## config.mk

```make
export PLATFORM = sky130hd
export DESIGN_NAME = qsg_front
export DESIGN_NICKNAME = d
export VERILOG_FILES = /design/src/rtl/core/qsg_pkg.sv /design/src/rtl/core/qsg_front.sv
export SDC_FILE = /design/constraint.sdc
export NUM_CORES = 2
export LEC_CHECK = 0
export ABC_AREA = 1
export BUFFER_PORTS_ARGS = -buffer_cell sky130_fd_sc_hd__buf_2
export CAP_MARGIN = 30
export CORE_UTILIZATION = 60
export CTS_CLUSTER_DIAMETER = 60
export DETAILED_ROUTE_END_ITERATION = 10
export HOLD_SLACK_MARGIN = 0.02
export PLACE_DENSITY = 0.81
export SETUP_SLACK_MARGIN = 0.02
export SLEW_MARGIN = 20
export SYNTH_ARGS = -nofsm -noshare
export SYNTH_HDL_FRONTEND = slang
export SYNTH_SLANG_ARGS = --single-unit
```

## constraint.sdc

```tcl
create_clock -name clk_i -period 6.56 [get_ports clk_i]
set_input_delay 0.656 -clock clk_i [delete_from_list [all_inputs] [get_ports clk_i]]
set_output_delay 0.656 -clock clk_i [all_outputs]
set_load 0.02 [all_outputs]
```

## src/rtl/core/qsg_pkg.sv

```systemverilog
// Shared types, widths and divisor constants of the quadrature sine generator.
package qsg_pkg;

  localparam int unsigned FRAME_MAX = 1024;
  localparam int unsigned LEN_W     = 11;
  localparam int unsigned COUNT_W   = 10;
  localparam int unsigned PHASE_W   = 32;
  localparam int unsigned ANGLE_W   = 31;
  localparam int unsigned SQR_W     = 32;
  localparam int unsigned TERM_W    = 31;
  localparam int unsigned SAMPLE_W  = 16;
  localparam int unsigned N_CELLS   = 6;

  localparam logic [ANGLE_W-1:0] HALF_PI_Q30 = 31'd1686629713;
  localparam logic [TERM_W-1:0]  ONE_Q30     = 31'h4000_0000;

  typedef enum logic [0:0] {
    CFG_PHASE_STEP   = 1'b0,
    CFG_FRAME_LENGTH = 1'b1
  } qsg_cfg_e;

  typedef struct packed {
    logic [1:0]         quad;
    logic [COUNT_W-1:0] index;
    logic               last;
  } qsg_side_t;

  typedef struct packed {
    logic [ANGLE_W-1:0] a;
    logic [SQR_W-1:0]   a2;
    logic [TERM_W-1:0]  cos_t;
    logic [TERM_W-1:0]  sin_t;
    qsg_side_t          side;
  } qsg_flow_t;

  typedef struct packed {
    logic [7:0]  k;
    logic [31:0] recip;
    logic [5:0]  shift;
    logic        bypass;
  } qsg_div_t;

  localparam qsg_div_t COS_DIV [N_CELLS] = '{
    '{8'd132, 32'((64'd1 << 39) / 64'd132), 6'd39, 1'b0},
    '{8'd90,  32'((64'd1 << 38) / 64'd90),  6'd38, 1'b0},
    '{8'd56,  32'((64'd1 << 37) / 64'd56),  6'd37, 1'b0},
    '{8'd30,  32'((64'd1 << 36) / 64'd30),  6'd36, 1'b0},
    '{8'd12,  32'((64'd1 << 35) / 64'd12),  6'd35, 1'b0},
    '{8'd2,   32'((64'd1 << 32) / 64'd2),   6'd32, 1'b0}
  };

  // last sine cell only hands its term on
  localparam qsg_div_t SIN_DIV [N_CELLS] = '{
    '{8'd110, 32'((64'd1 << 38) / 64'd110), 6'd38, 1'b0},
    '{8'd72,  32'((64'd1 << 38) / 64'd72),  6'd38, 1'b0},
    '{8'd42,  32'((64'd1 << 37) / 64'd42),  6'd37, 1'b0},
    '{8'd20,  32'((64'd1 << 36) / 64'd20),  6'd36, 1'b0},
    '{8'd6,   32'((64'd1 << 34) / 64'd6),   6'd34, 1'b0},
    '{8'd1,   32'h8000_0000,                6'd31, 1'b1}
  };

endpackage

```

## src/rtl/core/qsg_front.sv

```systemverilog
// Phase accumulator, frame counter, angle scaling and angle square stages.
module qsg_front (
  input  logic                         clk_i,
  input  logic                         rst_ni,
  input  logic [qsg_pkg::PHASE_W-1:0]  phase_step_i,
  input  logic [qsg_pkg::LEN_W-1:0]    frame_len_i,
  input  logic                         in_valid_i,
  output logic                         in_ready_o,
  input  logic                         restart_i,
  output logic                         valid_o,
  input  logic                         ready_i,
  output qsg_pkg::qsg_flow_t           flow_o
);

  logic [qsg_pkg::PHASE_W-1:0] phase_acc_q, phase_acc_d, phase_cur;
  logic [qsg_pkg::COUNT_W-1:0] count_q, count_d, count_cur;
  logic                        last_cur;
  logic                        accept;
  logic                        rdy_f, rdy_1, rdy_2;

  logic                        vf_q, v1_q, v2_q;
  logic [qsg_pkg::PHASE_W-1:0] phase_f_q;
  logic [qsg_pkg::COUNT_W-1:0] index_f_q;
  logic                        last_f_q;
  logic [60:0]                 prod_a;
  logic [qsg_pkg::ANGLE_W-1:0] a_d, a1_q, a2s_q;
  qsg_pkg::qsg_side_t          side_d, side1_q, side2_q;
  logic [61:0]                 prod_sq;
  logic [qsg_pkg::SQR_W-1:0]   sq_d, sq_q;

  always_comb begin
    rdy_2  = !v2_q || ready_i;
    rdy_1  = !v1_q || rdy_2;
    rdy_f  = !vf_q || rdy_1;
    accept = in_valid_i && rdy_f;

    phase_cur = restart_i ? '0 : phase_acc_q;
    count_cur = restart_i ? '0 : count_q;
    last_cur  = ({1'b0, count_cur} + qsg_pkg::LEN_W'(1)) >= frame_len_i;

    phase_acc_d = phase_acc_q;
    count_d     = count_q;
    if (accept) begin
      if (last_cur) begin
        phase_acc_d = '0;
        count_d     = '0;
      end else begin
        phase_acc_d = phase_cur + phase_step_i;
        count_d     = count_cur + qsg_pkg::COUNT_W'(1);
      end
    end

    prod_a       = phase_f_q[29:0] * qsg_pkg::HALF_PI_Q30;
    a_d          = prod_a[60:30];
    side_d.quad  = phase_f_q[31:30];
    side_d.index = index_f_q;
    side_d.last  = last_f_q;

    prod_sq = a1_q * a1_q;
    sq_d    = prod_sq[61:30];
  end

  always_ff @(posedge clk_i or negedge rst_ni) begin
    if (!rst_ni) begin
      phase_acc_q <= '0;
      count_q     <= '0;
      vf_q        <= 1'b0;
      v1_q        <= 1'b0;
      v2_q        <= 1'b0;
    end else begin
      phase_acc_q <= phase_acc_d;
      count_q     <= count_d;
      if (rdy_f) vf_q <= in_valid_i;
      if (rdy_1) v1_q <= vf_q;
      if (rdy_2) v2_q <= v1_q;
    end
  end

  always_ff @(posedge clk_i) begin
    if (rdy_f) begin
      phase_f_q <= phase_cur;
      index_f_q <= count_cur;
      last_f_q  <= last_cur;
    end
    if (rdy_1) begin
      a1_q    <= a_d;
      side1_q <= side_d;
    end
    if (rdy_2) begin
      a2s_q   <= a1_q;
      sq_q    <= sq_d;
      side2_q <= side1_q;
    end
  end

  always_comb begin
    flow_o.a     = a2s_q;
    flow_o.a2    = sq_q;
    flow_o.cos_t = qsg_pkg::ONE_Q30;
    flow_o.sin_t = qsg_pkg::ONE_Q30;
    flow_o.side  = side2_q;
  end

  assign in_ready_o = rdy_f;
  assign valid_o    = v2_q;

endmodule

```

==> metrics <==
crit path from a1_q[16]$_DFFE_PP_; unrepaired setup endpoints after global routing yes; critical path required time 6.90 ns; Placeable Area 0.09015 mm²; first-pass GRT wire length 254600 µm; CTS sink cnt 208; hpwl dp 137800 µm; Critical Path Slowest Stage Cell fa_2; pre-CTS WS -0.4855 ns; CP bufs+invs 10; Starting Density 0.6057; grt ovf 0; Largest delay share family, worst path adder cells; WL/cell 19.78 µm; CTS tree yes; share of layout cells above drive strength 1 0.2065; register-to-register setup slack -0.23 ns; CP Capture Type flip-flop; First-pass DRT Iterations 8; CP Max Fanout 8; Pins Over Slew Limit 0; max-cap check violation count 0; CP Data Arrival Time 7.13 ns; largest net degree at the start of global routing 48; Worst path max stage delay 0.62 ns; clk_lat worst skew 0.60 ns; Syn. warnings 0; Port Buf Inserts 125; via density per instance 5.322; n_diodes 0; CP Depth 27; total wire length 164500 µm; RR Endpoint sq_q[1]$_DFFE_PP_; Startpoint Class flip-flop; fin crit period 6.789 ns; layout net count 8905; Final setup viols 32; Synth Flop Type edfxtp_1; R2R cell count 27; Worst Clk Skew 0.03217 ns; Die Width 303.7 µm; row cnt 110; achievable frequency 0.1473 GHz; worst setup margin -0.2288 ns; Rel. slew slack 0.4096; worst slew pin tran 0.8856 ns; Final period util 1.035; Crit Path Class flip-flop to flip-flop; register bit total from synthesis 208; Post-synth ARST share 0.2163; post-synthesis cell type count 43; DRC Markers 0; hold slack final 0.09524 ns; CTS Buf Count 35; antenna violations before repair 0; status finished, violations left; Min-Delay Path Class input pin to async pin; Total GRT Usage 0.3584; syn_area_per_cell 8.474 µm²; H-tree Lvls 2; iteration-0 DRC count of the detailed router 3447; die footprint 0.09222 mm²; Clock Pin Slew Worst Setup and Hold Paths 0.06 ns; RR Startpoint a1_q[16]$_DFFE_PP_; placer congestion estimate 0.9821; vias 44247; Post-synth EDFFs 163; Hold Vio Cnt, Final 0; IO Pins 188; Synth Cell Area 0.05461 mm²; Seq/Total Area, Yosys 0.1103; vias in the first global route 47932; violated checks setup timing; CTS Root Cell clkbuf_16; clock tree buffer depth 3; Layout fillers 6603; Synth-to-Final Area Change 19.30%; Die Span Y 303.7 µm; Detail Route Antenna Nets 0; Syn Inst Count 6444
[sequential cells by signal, summed over array words and instances, names as in the netlist]
name	cells
valid_o	1
a2s_q	31
flow_o	13
phase_f_q	32
sq_q	32
phase_acc_q	32
index_f_q	10
a1_q	31
vf_q	1
side1_q	13
count_q	10
last_f_q	1
v1_q	1
[routing by layer]
| layer | track usage | routed length, µm |
|---|---|---|
| met1 | 0.4495 | 62160 |
| met2 | 0.6145 | 81240 |
| met3 | 0.05628 | 12220 |
| met4 | 0.1568 | 8845 |
| met5 | 0 | 0 |
[per-stage QoR]
step / util / TNS [ns] / instance area [µm²] / std cells
2_1_floorplan: - / 0 / 54850 / 6504
4_1_cts: 0.6944 / -4.506 / 62600 / 8256
3_3_place_gp: 0.6712 / -9.987 / 60510 / 8179
6_report: 0.7227 / -4.980 / 65150 / 8314
3_5_place_dp: 0.6712 / -13.68 / 60510 / 8179
5_1_grt: 0.7227 / -13.16 / 65150 / 8314
[layout make-up]
class / count / area [µm²] / area share
Sequential cell: 208 / 6021 / 0.09242
Inverter: 2019 / 7584 / 0.1164
Multi-Input combinational cell: 4108 / 43010 / 0.6602
Timing Repair Buffer: 740 / 5877 / 0.09021
Clock inverter: 25 / 299.0 / 0.004590
Clock buffer: 38 / 887.1 / 0.01362
Tap cell: 1176 / 1471 / 0.02259
[logic make-up (layout without fill, tap and decap cells)]
kind of cell	count (synthesis)	in the layout	share of synthesized area
buf+inv	2188	2822	0.1549
xor+xnor	64	64	0.01027
flops	208	208	0.1103
fa+ha+maj	1745	1745	0.5483
compound gates	383	383	0.03792
simple gates	1854	1854	0.1382
other cells	2	62	0.0001375
[cells in the mapped netlist (all sizes together), types with 45 or more instances]
cell,count,area share
buf,77,0.0098
fa,1080,0.40
inv,2018,0.14
dfrtp,45,0.021
ha,665,0.15
nor2,334,0.025
o21ai,116,0.011
clkbuf,92,0.0063
a21oi,199,0.018
edfxtp,163,0.090
nand2,1281,0.089
nand3,149,0.014
[placed cells by master (no fill, tap or decap), drive strengths merged, types with 3 or more instances in the layout]
master,netlist,routed
xor2,32,32
clkbuf,92,40
bufinv,0,3
and2,3,3
ha,665,665
nand3b,12,12
or2,6,6
nand2,1281,1281
o21bai,25,25
clkinv,1,10
inv,2018,2030
nor3,32,32
a21oi,199,199
nand4,32,32
o21ai,116,116
nand3,149,149
conb,2,62
dfrtp,45,45
o22ai,20,20
buf,77,738
edfxtp,163,163
nor2,334,334
fa,1080,1080
xnor2,32,32
a21o,11,11
o21a,7,7
[what timing repair did]
item                                    4_1_cts  5_1_grt
pin swaps                                    31      210
gates cloned                                  0        4
hold buffers                                  0        0
buffers inserted                             15       56
resized for setup                           231      580
hold endpoints to repair                      0        0
endpoints found under the setup margin       59       63
[worst max path at each step]
stage	end	slack [ns]
CTS	sq_q[23]$_DFFE_PP_	-0.22
detailed placement	sq_q[22]$_DFFE_PP_	-0.49
global placement	sq_q[22]$_DFFE_PP_	-0.40
floorplan	sq_q[31]$_DFFE_PP_	0.03
global route	sq_q[28]$_DFFE_PP_	-0.40
finish	sq_q[1]$_DFFE_PP_	-0.23
Power is left out: the tool's default activity adds up to more than one toggle a clock period on the data nets, which glitch-free logic cannot reach.
