## config.mk

```make
export PLATFORM = sky130hd
export DESIGN_NAME = qsg_back
export DESIGN_NICKNAME = d
export VERILOG_FILES = /design/src/rtl/core/qsg_pkg.sv /design/src/rtl/core/qsg_back.sv
export SDC_FILE = /design/constraint.sdc
export NUM_CORES = 2
export LEC_CHECK = 0
export ABC_AREA = 1
export BUFFER_PORTS_ARGS = -buffer_cell sky130_fd_sc_hd__buf_2
export CAP_MARGIN = 10
export CORE_AREA = 3 3 280 282
export CTS_CLUSTER_SIZE = 12
export DETAILED_ROUTE_END_ITERATION = 8
export DIE_AREA = 0 0 283 285
export HOLD_SLACK_MARGIN = 0.15
export PLACE_DENSITY = 0.73
export SYNTH_ARGS = -nofsm -noshare
export SYNTH_HDL_FRONTEND = slang
export SYNTH_SLANG_ARGS = --single-unit
export TNS_END_PERCENT = 10
```

## constraint.sdc

```tcl
create_clock -name clk_i -period 4.4 [get_ports clk_i]
set_clock_uncertainty 0.05 [all_clocks]
set_input_delay 0.22 -clock clk_i [delete_from_list [all_inputs] [get_ports clk_i]]
set_output_delay 0.22 -clock clk_i [all_outputs]
set_load 0.05 [all_outputs]
```

## src/rtl/core/qsg_pkg.sv

```systemverilog
// Shared types, widths and divisor constants of the quadrature sine generator.
package qsg_pkg;

  localparam int unsigned FRAME_MAX = 1024;
  localparam int unsigned LEN_W     = 11;
  localparam int unsigned COUNT_W   = 10;
  localparam int unsigned PHASE_W   = 32;
  localparam int unsigned ANGLE_W   = 31;
  localparam int unsigned SQR_W     = 32;
  localparam int unsigned TERM_W    = 31;
  localparam int unsigned SAMPLE_W  = 16;
  localparam int unsigned N_CELLS   = 6;

  localparam logic [ANGLE_W-1:0] HALF_PI_Q30 = 31'd1686629713;
  localparam logic [TERM_W-1:0]  ONE_Q30     = 31'h4000_0000;

  typedef enum logic [0:0] {
    CFG_PHASE_STEP   = 1'b0,
    CFG_FRAME_LENGTH = 1'b1
  } qsg_cfg_e;

  typedef struct packed {
    logic [1:0]         quad;
    logic [COUNT_W-1:0] index;
    logic               last;
  } qsg_side_t;

  typedef struct packed {
    logic [ANGLE_W-1:0] a;
    logic [SQR_W-1:0]   a2;
    logic [TERM_W-1:0]  cos_t;
    logic [TERM_W-1:0]  sin_t;
    qsg_side_t          side;
  } qsg_flow_t;

  typedef struct packed {
    logic [7:0]  k;
    logic [31:0] recip;
    logic [5:0]  shift;
    logic        bypass;
  } qsg_div_t;

  localparam qsg_div_t COS_DIV [N_CELLS] = '{
    '{8'd132, 32'((64'd1 << 39) / 64'd132), 6'd39, 1'b0},
    '{8'd90,  32'((64'd1 << 38) / 64'd90),  6'd38, 1'b0},
    '{8'd56,  32'((64'd1 << 37) / 64'd56),  6'd37, 1'b0},
    '{8'd30,  32'((64'd1 << 36) / 64'd30),  6'd36, 1'b0},
    '{8'd12,  32'((64'd1 << 35) / 64'd12),  6'd35, 1'b0},
    '{8'd2,   32'((64'd1 << 32) / 64'd2),   6'd32, 1'b0}
  };

  // last sine cell only hands its term on
  localparam qsg_div_t SIN_DIV [N_CELLS] = '{
    '{8'd110, 32'((64'd1 << 38) / 64'd110), 6'd38, 1'b0},
    '{8'd72,  32'((64'd1 << 38) / 64'd72),  6'd38, 1'b0},
    '{8'd42,  32'((64'd1 << 37) / 64'd42),  6'd37, 1'b0},
    '{8'd20,  32'((64'd1 << 36) / 64'd20),  6'd36, 1'b0},
    '{8'd6,   32'((64'd1 << 34) / 64'd6),   6'd34, 1'b0},
    '{8'd1,   32'h8000_0000,                6'd31, 1'b1}
  };

endpackage

```

## src/rtl/core/qsg_back.sv

```systemverilog
// Final sine product, Q1.15 rounding with saturation, quadrant mapping and output register.
module qsg_back (
  input  logic                          clk_i,
  input  logic                          rst_ni,
  input  logic                          valid_i,
  output logic                          ready_o,
  input  qsg_pkg::qsg_flow_t            flow_i,
  output logic                          out_valid_o,
  input  logic                          out_stall_i,
  output logic [qsg_pkg::SAMPLE_W-1:0]  cos_value_o,
  output logic [qsg_pkg::SAMPLE_W-1:0]  sin_value_o,
  output logic [qsg_pkg::COUNT_W-1:0]   sample_index_o,
  output logic                          frame_last_o
);

  localparam logic [1:0] QUAD_FIRST  = 2'd0;
  localparam logic [1:0] QUAD_SECOND = 2'd1;
  localparam logic [1:0] QUAD_THIRD  = 2'd2;
  localparam logic [1:0] QUAD_FOURTH = 2'd3;

  function automatic logic [14:0] to_q15(input logic [30:0] m);
    logic [16:0] r;
    r = 17'((32'(m) + 32'd16384) >> 15);
    return (r > 17'd32767) ? 15'h7FFF : r[14:0];
  endfunction

  logic                        v1_q, out_valid_q;
  logic                        rdy_1, rdy_2;
  logic [61:0]                 prod_s;
  logic [qsg_pkg::TERM_W-1:0]  s1_q, c1_q;
  qsg_pkg::qsg_side_t          side1_q;
  logic [qsg_pkg::SAMPLE_W-1:0] pos_s, neg_s, pos_c, neg_c;
  logic [qsg_pkg::SAMPLE_W-1:0] cos_d, sin_d, cos_q, sin_q;
  logic [qsg_pkg::COUNT_W-1:0]  index_q;
  logic                         last_q;

  always_comb begin
    rdy_2  = !out_valid_q || !out_stall_i;
    rdy_1  = !v1_q || rdy_2;
    prod_s = flow_i.a * flow_i.sin_t;

    pos_s = {1'b0, to_q15(s1_q)};
    pos_c = {1'b0, to_q15(c1_q)};
    neg_s = -pos_s;
    neg_c = -pos_c;
    case (side1_q.quad)
      QUAD_FIRST: begin
        cos_d = pos_c;
        sin_d = pos_s;
      end
      QUAD_SECOND: begin
        cos_d = neg_s;
        sin_d = pos_c;
      end
      QUAD_THIRD: begin
        cos_d = neg_c;
        sin_d = neg_s;
      end
      QUAD_FOURTH: begin
        cos_d = pos_s;
        sin_d = neg_c;
      end
      default: begin
        cos_d = pos_c;
        sin_d = pos_s;
      end
    endcase
  end

  always_ff @(posedge clk_i or negedge rst_ni) begin
    if (!rst_ni) begin
      v1_q        <= 1'b0;
      out_valid_q <= 1'b0;
    end else begin
      if (rdy_1) v1_q        <= valid_i;
      if (rdy_2) out_valid_q <= v1_q;
    end
  end

  always_ff @(posedge clk_i) begin
    if (rdy_1) begin
      s1_q    <= prod_s[60:30];
      c1_q    <= flow_i.cos_t;
      side1_q <= flow_i.side;
    end
    if (rdy_2) begin
      cos_q   <= cos_d;
      sin_q   <= sin_d;
      index_q <= side1_q.index;
      last_q  <= side1_q.last;
    end
  end

  assign ready_o        = rdy_1;
  assign out_valid_o    = out_valid_q;
  assign cos_value_o    = cos_q;
  assign sin_value_o    = sin_q;
  assign sample_index_o = index_q;
  assign frame_last_o   = last_q;

endmodule

```

==> impl_metrics.json <==
{
  "rsz0062_at_grt": "true",
  "final_nets": 6366,
  "initial_utilization": 0.4914,
  "setup_ws_ps": -1854,
  "maxCapViolCount": 0,
  "crit_type": "input port to flop",
  "min_period_ps": 6254,
  "setup.worst_path.start_class": "input port",
  "wl_met3_mm": 7.520,
  "vias_per_cell": 5.025,
  "drc": 0,
  "whs_path_depth": 0,
  "grt_pass1_vias": 32890,
  "antenna_found_initial": 2,
  "synth-seq-cells": 92,
  "cp-end-kind": "flop",
  "worstSetupPathDepth": 23,
  "synth_cell_types": 49,
  "fmax_mhz": 159.9,
  "final_layout_size_suffix_gt1_frac": 0.1514,
  "critPathRequiredTime_ps": 4440,
  "dr.pass1.iters": 6,
  "place_area_um2": 41600,
  "drt_iter0_drc": 2329,
  "syn_to_final_growth_pct": 17.06,
  "die-width_um": 283,
  "slowest_delay_ps": 610,
  "cts_buffers": 9,
  "drt-met1-wl_mm": 40.45,
  "grt_pass1_wl_mm": 165.2,
  "r2r_slack_ps": 1140,
  "stdcell_area_um2": 43680,
  "final_common_cell": "inv_1",
  "routed_wl_mm": 101.6,
  "path_cells": "buf_4, buf_12, nand2_1, inv_2, fa_2, fa_1, fa_1, inv_2, fa_1, inv_2, fa_1, fa_1, fa_1, fa_1, ha_4, a21o_1, o21bai_2, buf_4, nor2_2, o21ai_1, a21oi_1, nand2_2, xor2_2",
  "cts_root_buf": "clkbuf_16",
  "ant_nets": 0,
  "gp_congestion": 0.9720,
  "pin_count": 187,
  "grt_usage": 0.2540,
  "netlist_area_um2": 37320,
  "reg2regPathDepth": 13,
  "avgSynthCellArea_um2": 7.801,
  "htree_levels": 3,
  "tightestPinTransition_ps": 1025,
  "status": "complete, but fails checks",
  "setup_viol": 17,
  "crit_fanout": 5,
  "crit_buf_inv": 6,
  "route.top_layer_used": "met4",
  "slew_violations": 0,
  "crit_arrival_ps": 6290,
  "hold_violations": 0,
  "rows": 101,
  "clock-sinks": 92,
  "overflow": 0,
  "worst_path_most_repeated_cell": "fa_1",
  "hpwl_mm": 86.79,
  "ys_warn_count": 0,
  "die-area_um2": 80660,
  "wl_met2_mm": 49.91,
  "min_path_type": "flop to flop",
  "port_buffers": 140,
  "period_share": 1.421,
  "core-area_um2": 75950,
  "synth_seq_area_share": 0.07376,
  "postSynthCellCount": 4784,
  "crit_family": "adder cells",
  "clk_latency_ps": 350,
  "cts_buffer_depth": 2,
  "grt_max_degree": 45,
  "post_drt_wl_per_cell_um": 16.45,
  "critPathSlowestCell": "fa_1",
  "failed_checks": "setup timing",
  "path_clk_slew_ps": 60,
  "layout_common_cells": "inv_1, nand2_1, fa_1",
  "slew_headroom": 0.3146,
  "cts_tree": "done",
  "synth_fp_nets": 6011,
  "via_count": 31030,
  "die_h_um": 285,
  "tns_ps": -30280
}
sequential cells by signal, indices dropped and copies added, names as in the netlist:
name / flops
sin_value_o: 16
v1_q: 1
out_valid_o: 1
frame_last_o: 1
side1_q: 13
cos_value_o: 16
sample_index_o: 10
s1_q: 17
c1_q: 17
cell usage after synthesis (all sizes together):
cell / instances / area share
buf: 8 / 0.0013
o21a: 3 / 0.00060
o21bai: 12 / 0.0024
dfrtp: 2 / 0.0013
a31o: 1 / 0.00023
nand3b: 2 / 0.00040
o211ai: 3 / 0.00060
a22oi: 1 / 0.00020
xor2: 23 / 0.0056
nand2: 1363 / 0.14
a21boi: 2 / 0.00040
nand4: 54 / 0.0096
o2111ai: 6 / 0.0014
fa: 835 / 0.45
edfxtp: 90 / 0.072
clkinv: 2 / 0.00020
o31ai: 1 / 0.00020
a311oi: 2 / 0.00047
a211oi: 1 / 0.00020
a221oi: 2 / 0.00047
a21oi: 68 / 0.0091
nor3: 25 / 0.0036
nand3: 91 / 0.013
nor4: 5 / 0.00084
o311ai: 1 / 0.00023
nor2: 198 / 0.025
clkbuf: 190 / 0.019
xnor2: 6 / 0.0014
a31oi: 15 / 0.0025
o21ai: 64 / 0.0092
inv: 1449 / 0.15
a21o: 9 / 0.0018
ha: 250 / 0.084
repair_timing:
item                                    CTS  global route
endpoints found under the setup margin   17            17
hold buffers                             33             0
resized for setup                       121           221
setup buffers                             1            18
cloned                                    0             2
pin swaps                                29           115
hold endpoints to repair                 33             0
metal layers:
metal,GRT usage,vias to the layer above
met3,0.04229,232
met2,0.4417,1199
met5,0,-
li1,-,14290
met4,0.08316,0
met1,0.3235,15310
cell type report:
class,count,area [um^2]
Fill cell,6627,32270
Antenna cell,2,5.005
Timing Repair Buffer,542,4659
Sequential cell,92,2753
Clock buffer,10,229.0
Clock inverter,6,95.09
Multi-Input combinational cell,3043,29210
Inverter,1451,5446
Tap cell,1030,1289
per-stage QoR:
step           std cells  hold slack [ps]  setup WS [ps]  utilization
2_1_floorplan       4784           -125.6          -1656            -
3_3_place_gp        6104           -44.31          -2453       0.5477
3_5_place_dp        6104           -40.85          -2599       0.5477
4_1_cts             6154            366.3          -1817       0.5626
5_1_grt             6175            379.2          -2075       0.5751
6_report            6176            368.9          -1854       0.5752
logic make-up after synthesis:
group           share of synthesized area
compound gates                    0.03007
xor+xnor                         0.007007
fa+ha+maj                          0.5318
buf+inv                            0.1663
flops                             0.07376
simple gates                       0.1911
final timing paths:
check	from	endpoint
min in group asynchronous	rst_ni	v1_q
min reg2reg	side1_q[9]	sample_index_o[8]
max	flow_i[131]	s1_q[23]
min	side1_q[9]	sample_index_o[8]
max reg2reg	s1_q[14]	cos_value_o[14]
max in group asynchronous	rst_ni	out_valid_o
Power is left out: the tool's default activity adds up to more than one toggle a clock period on the data nets, which glitch-free logic cannot reach.
